`src/hw/rtl/ishtab_pkg.sv`:
```
// Shared constants, opcodes and status codes for the interpolation search table.
// No dependencies.
`timescale 1ns / 1ps
package ishtab_pkg;
    localparam int TableDepth = 1024;
    localparam int AddrW = $clog2(TableDepth);
    localparam int CountW = AddrW + 1;
    localparam int KeyW = 64;
    localparam int ProbeW = 11;
    localparam int PosW = 10;
    // product width: span count (CountW bits) times 64-bit distance
    localparam int ProdW = KeyW + CountW;

    localparam logic [1:0] OP_CLEAR = 2'd0;
    localparam logic [1:0] OP_APPEND = 2'd1;
    localparam logic [1:0] OP_LOOKUP = 2'd2;
    localparam logic [1:0] OP_NOP = 2'd3;

    localparam logic [1:0] ST_OK = 2'd0;
    localparam logic [1:0] ST_NOT_FOUND = 2'd1;
    localparam logic [1:0] ST_FULL = 2'd2;
endpackage

```
`src/hw/rtl/ishtab_div.sv`:
```
// Restoring divider for floor(prod / key distance), one quotient bit per cycle.
// Depends on ishtab_pkg.
`timescale 1ns / 1ps
module ishtab_div
(
    input  logic                            clk,
    input  logic                            rst_n,
    input  logic                            start,
    input  logic [ishtab_pkg::ProdW-1:0]    dividend,
    input  logic [ishtab_pkg::KeyW-1:0]     divisor,
    output logic                            done,
    output logic [ishtab_pkg::ProdW-1:0]    quotient
);
    localparam int CntW = $clog2(ishtab_pkg::ProdW + 1);
    logic [ishtab_pkg::ProdW-1:0] quo_reg, quo_next;
    logic [ishtab_pkg::KeyW:0] rem_reg, rem_next;
    logic [ishtab_pkg::KeyW-1:0] dvs_reg;
    logic [CntW-1:0] cnt_reg, cnt_next;
    logic busy_reg, busy_next, done_reg, done_next;
    logic [ishtab_pkg::KeyW:0] shifted;

    always_comb
    begin
        quo_next = quo_reg;
        rem_next = rem_reg;
        cnt_next = cnt_reg;
        busy_next = busy_reg;
        done_next = 1'b0;
        shifted = {rem_reg[ishtab_pkg::KeyW-1:0], quo_reg[ishtab_pkg::ProdW-1]};
        if (start)
        begin
            quo_next = dividend;
            rem_next = '0;
            cnt_next = CntW'(ishtab_pkg::ProdW);
            busy_next = 1'b1;
        end
        else if (busy_reg)
        begin
            if (shifted >= {1'b0, dvs_reg})
            begin
                rem_next = shifted - {1'b0, dvs_reg};
                quo_next = {quo_reg[ishtab_pkg::ProdW-2:0], 1'b1};
            end
            else
            begin
                rem_next = shifted;
                quo_next = {quo_reg[ishtab_pkg::ProdW-2:0], 1'b0};
            end
            cnt_next = cnt_reg - 1'b1;
            if (cnt_reg == CntW'(1))
            begin
                busy_next = 1'b0;
                done_next = 1'b1;
            end
        end
    end

    always_ff @(posedge clk or negedge rst_n)
    begin
        if (!rst_n)
        begin
            busy_reg <= 1'b0;
            done_reg <= 1'b0;
            cnt_reg <= '0;
        end
        else
        begin
            busy_reg <= busy_next;
            done_reg <= done_next;
            cnt_reg <= cnt_next;
        end
    end

    always_ff @(posedge clk)
    begin
        quo_reg <= quo_next;
        rem_reg <= rem_next;
        if (start)
            dvs_reg <= divisor;
    end

    assign done = done_reg;
    assign quotient = quo_reg;
endmodule

```
`config.mk`:
```
export PLATFORM = sky130hd
export DESIGN_NAME = ishtab_div
export DESIGN_NICKNAME = d
export VERILOG_FILES = /design/src/hw/rtl/ishtab_pkg.sv /design/src/hw/rtl/ishtab_div.sv
export SDC_FILE = /design/constraint.sdc
export NUM_CORES = 1
export LEC_CHECK = 0
export ABC_AREA = 1
export CORE_MARGIN = 2
export CORE_UTILIZATION = 35
export DETAILED_ROUTE_END_ITERATION = 10
export DONT_BUFFER_PORTS = 1
export GPL_TIMING_DRIVEN = 0
export PLACE_DENSITY_LB_ADDON = 0.15
export SLEW_MARGIN = 20
export SYNTH_ARGS = -nofsm -noshare
export SYNTH_HDL_FRONTEND = slang
export SYNTH_SLANG_ARGS = --single-unit
```
`constraint.sdc`:
```
create_clock -name clk -period 3.2 [get_ports clk]
set_clock_uncertainty 0.15 [all_clocks]
set_input_delay 0.8 -clock clk [delete_from_list [all_inputs] [get_ports clk]]
set_output_delay 0.8 -clock clk [all_outputs]
set_load 0.03 [all_outputs]
```
# Word-level counts from Yosys, hierarchy flattened
# Index checks and enable logic that the tools add are counted.
# op_classes
n_mux	12
order_cmp	1
eq_ne	1
n_reduce_logical	1
n_addsub	2
# op_table
cell	n
$mux W75	2
$ge A65 B64 Y1	1
$mux W64	1
$sub A64 B64 Y64	1
$mux W7	2
$eq A7 B1 Y1 const B	1
$mux W1	7
$sub A7 B1 Y7 const B	1
$reduce_bool A2 Y1	1
# totals
out_inout_bits	76
elab_cells	23
regBits	212

# Logic depth before layout (Yosys ltp)
# logic_depth
word_depth	4
depth_mapped	19
ltp_nobuf	18

# Least setup slack after synthesis
# OpenSTA, ideal clock, no wires.
# synth_timing
path_type	input to register
from	in start
to	reg quo_reg (netlist bit quotient[0]), enable pin
setup_ns	0.469
slack_ns	-0.987
required_ns	2.581
arrival_time_ns	3.568
path_buffers	2
stages	4
cell_sequence	clkbuf_1 nor2_1 inv_1 clkbuf_1
# synth_between
elab_chain_len	1
# synth_lines
item	line_no	source
from (decl)	ishtab_div.sv:8	input logic start,
$reduce_bool A2 Y1 (no line)	n/a	
to (signal assigned)	ishtab_div.sv:76	quo_reg <= quo_next;
to (decl)	ishtab_div.sv:15	logic [ishtab_pkg::ProdW-1:0] quo_reg, quo_next;
# Every way passes these cells.
# A chain may end at the register's enable or synchronous reset.

# Worst setup path after layout
# layout_timing
from	reg quo_reg (netlist bit quotient[74])
to	reg rem_reg[54] in the netlist's numbering
# layout_between
elab_chain_len	2
# layout_lines
item	line_no	source
$sub A64 B64 Y64 or $ge A65 B64 Y1 (tied branches)	ishtab_div.sv:41, ishtab_div.sv:39	
$mux W64 *	ishtab_div.sv:39	if (shifted >= {1'b0, dvs_reg})
to (signal assigned)	ishtab_div.sv:77	rem_reg <= rem_next;
to (decl)	ishtab_div.sv:16	logic [ishtab_pkg::KeyW:0] rem_reg, rem_next;
# Every way passes the cells marked *; elsewhere a longest branch is shown, timed or not.

==> impl_results.md <==
* Post-route setup TNS at 0 ns
* XOR/XNOR share of the synthesized area at 1.84%
* Via density at 4.77
* GR Util All Layers at 21.7%
* RSZ-0062 raised after global routing: false
* Compound-Gate Fraction of Synth Area at 3.80%
* Status: finished clean
* Remaining DRCs at 0
* Mapped Cells at 2,235
* GP Congestion at 1.01
* Hold Path Cell Cnt at 0
* Largest family of logic cells by synthesized area: simple AND/OR/NAND/NOR gates
* Fmax at 335 MHz
* Die Ht at 210 µm
* Largest net degree at the start of global routing at 85
* Worst hold slack at 0.183 ns
* GRT busiest layer: met2
* Final Util at 39.1%
* CTS sink count at 212
* Final hold vios at 0
* Worst path slowest cell: edfxtp_1
* Post-DP HPWL at 39.3 mm
* Max-slew headroom at 45.2%
* I/O Pins at 218
* Setup violators final at 0
* Worst slew pin tran at 0.821 ns
* Share of cells above drive strength 1 at 4.47%
* Post-synth EDFFs at 139
* Period Utilization, post-route at 93.4%
* Grt total ovfl at 0
* Synth Register Bits at 212
* Post-route cell area at 0.0164 mm²
* Delay of the slowest cell on the worst path at 0.59 ns
* Global-route wire length before repair at 73.5 mm
* Reg clk slew, reported paths at 0.06 ns
* Flop pwr share at 48.4%
* Post-synth ARST share at 4.25%
* CTS H-tree lvls at 1
* Routed via count at 13,500
* Number of cells on the worst reg-to-reg path at 14
* Power Density at 427 mW/mm²
* Max Fanout on Critical Path at 4
* Crit Path Class: reg2reg
* M3 GR Usage at 2.72%
* Die Span X at 210 µm
* Sw power at 1.90 mW
* Row count at 75
* Worst path bufs/invs at 2
* Synth top cells by count: 952 x nand2_1, 442 x inv_1, 154 x nand3_1
* Final Max Tran Viols at 0
* Crit path depth at 14
* Sequential area share after synthesis at 38.4%
* Number of DRC markers in iteration 0 at 844
* Post-Synth Simple-Gate Area at 36.8%
* Detail Route Antenna Nets at 0
* Diodes inserted at 0
* Fin nets at 2,474
* Mapped Nets at 2,444
* Max-cap violations at 0
* Synthesized cell area at 0.0148 mm²
* YS warnings at 0
* Largest cells by area after synthesis: edfxtp_1 28%, nand2_1 24%, inv_1 11%, dfxtp_1 8.7%, ha_1 5.6%
* Initial antenna violation count at 0
* Vias in the first global route at 13,000
* DP Area at 0.0155 mm²
* Worst Hold Class: in2reg
* Die footprint at 0.0439 mm²
* Max FFs per register at 75
* Most common flop cell mapped by yosys: edfxtp_1
* Final worst slack at 0.211 ns
* Post-route total power at 6.99 mW
* Count leader, synth: nand2_1
* Met2 Use GR at 36.7%
* Routing usage on met1 at 28.5%
* Initial core utilization at 35.3%
* CTS tree: done
* Clock Latency Late Sink at 0.56 ns
* Worst EP required at 3.50 ns
* Switching Fraction at 27.2%
* Routed len/inst at 17.2 µm
* Power share of the combinational group at 9.5%
* Core area at 0.0419 mm²
* Buffers added on ports at 0
* Total wire length at 48.5 mm
* Final critical-path required period at 2.99 ns
* Mux share of post-synthesis cell area at 0%
* Clock root cell: clkbuf_16
* Pleak at 8.75 nW
* Clock Path Buffers at 3
* Layout area overhead at 10.6%
* Critical path cell sequence: inv_1 -> ha_1 -> inv_1 -> fa_2 -> nand2_1 -> nand3_1 -> nand3_1 -> nand3b_1 -> nand2_1 -> nand3_1 -> nand2_1 -> nand3_1 -> nand2_1 -> nand2_1
* Clock power frac at 42.1%
* Pre-antenna DRT Iters at 6
* Synth area leader: edfxtp_1
* Synth Area in Adders at 5.72%
* Top cell type's share of synthesized area at 28.2%
* Layout Cells excl Fill at 2,823
* Avg Cell Area, Syn at 6.62 µm²
* Total CTS buffers at 25
* Synth cell types at 36
* Setup slack at placement at -0.0352 ns
* Crit-path most repeated cell: nand2_1
* Crit path DAT at 3.29 ns
* CP endpoint kind: flip-flop
* VDD IR max at 422 µV
* Placed Cells incl. Taps at 2,774
* CP startpoint kind: flip-flop
* Int Pwr at 5.09 mW
* Worst path top cell family by delay: simple AND/OR/NAND/NOR gates
==> layout by cell type (no fill, tap or decap), drive strengths merged, types with 2 or more instances in the layout <==
master	netlist	layout
nor4	3	3
dfxtp	64	64
inv	450	451
nand3b	40	40
dfrtp	9	9
clkbuf	26	58
xnor2	30	30
nand3	156	156
nand4	16	16
o21ai	45	45
clkinvlp	0	2
nor3	13	13
buf	24	24
edfxtp	139	139
nor2	122	122
o21bai	9	9
bufinv	0	4
clkinv	1	10
ha	66	66
a21oi	51	51
and2	5	5
nand2	961	961
==> cell families (layout without fill, tap and decap cells) <==
kind of cell    after synthesis  count (layout)
compound gates              107             107
fa+ha+maj                    67              67
simple gates               1317            1317
buf+inv                     501             550
flops                       212             212
xor+xnor                     31              31
==> layout make-up <==
type | instances | area [µm²]
clock inverter | 16 | 193
multi-input combinational | 1522 | 7150
clock buffer | 30 | 644
inverter | 451 | 1690
fill | 4545 | 25500
sequential | 212 | 5680
tap | 539 | 674
timing repair buffer | 3 | 25.0
buffer | 50 | 303
==> repair_timing <==
action | CTS | global route
setup endpoints to repair | 1 | 25
endpoints found under the hold margin | 9 | 0
hold buffers | 1 | 0
gates resized for setup | 1 | 7
setup buffers | 0 | 2
pin swaps | 0 | 2
==> power by group through the flow <==
| stage | registers, mW | clock network [mW] | logic (mW) |
|---|---|---|---|
| 4_1_cts | 3.38 | 3.06 | 0.667 |
| 3_5_place_dp | 3.44 | 0 | 0.660 |
| 3_3_place_gp | 3.44 | 0 | 0.656 |
| 2_1_floorplan | 3.40 | 0 | 0.487 |
| 6_report | 3.38 | 2.94 | 0.667 |
| 5_1_grt | 3.40 | 3.14 | 0.759 |
==> layer usage <==
layer / up-vias / share of wire, %
met5: - / 0
li1: 6892 / -
met3: 78 / 4.9
met1: 6154 / 45
met2: 341 / 46
met4: 0 / 3.7
==> path summary, 6_finish.rpt <==
check,start,to,slack [ns]
min in group asynchronous,rst_n,cnt_reg[6]$_DFFE_PN0P_,0.47
worst min-delay path,divisor[23],dvs_reg[23]$_DFFE_PP_,0.18
worst max register to register,quotient[74]$_DFFE_PP_,rem_reg[54]$_SDFFE_PP0P_,0.21
worst min register to register,rem_reg[39]$_SDFFE_PP0P_,rem_reg[39]$_SDFFE_PP0P_,0.32
max in group asynchronous,rst_n,cnt_reg[1]$_DFFE_PN0P_,2.13
worst max-delay path,quotient[74]$_DFFE_PP_,rem_reg[54]$_SDFFE_PP0P_,0.21
No activity file was read; power rests on OpenSTA's default activity.
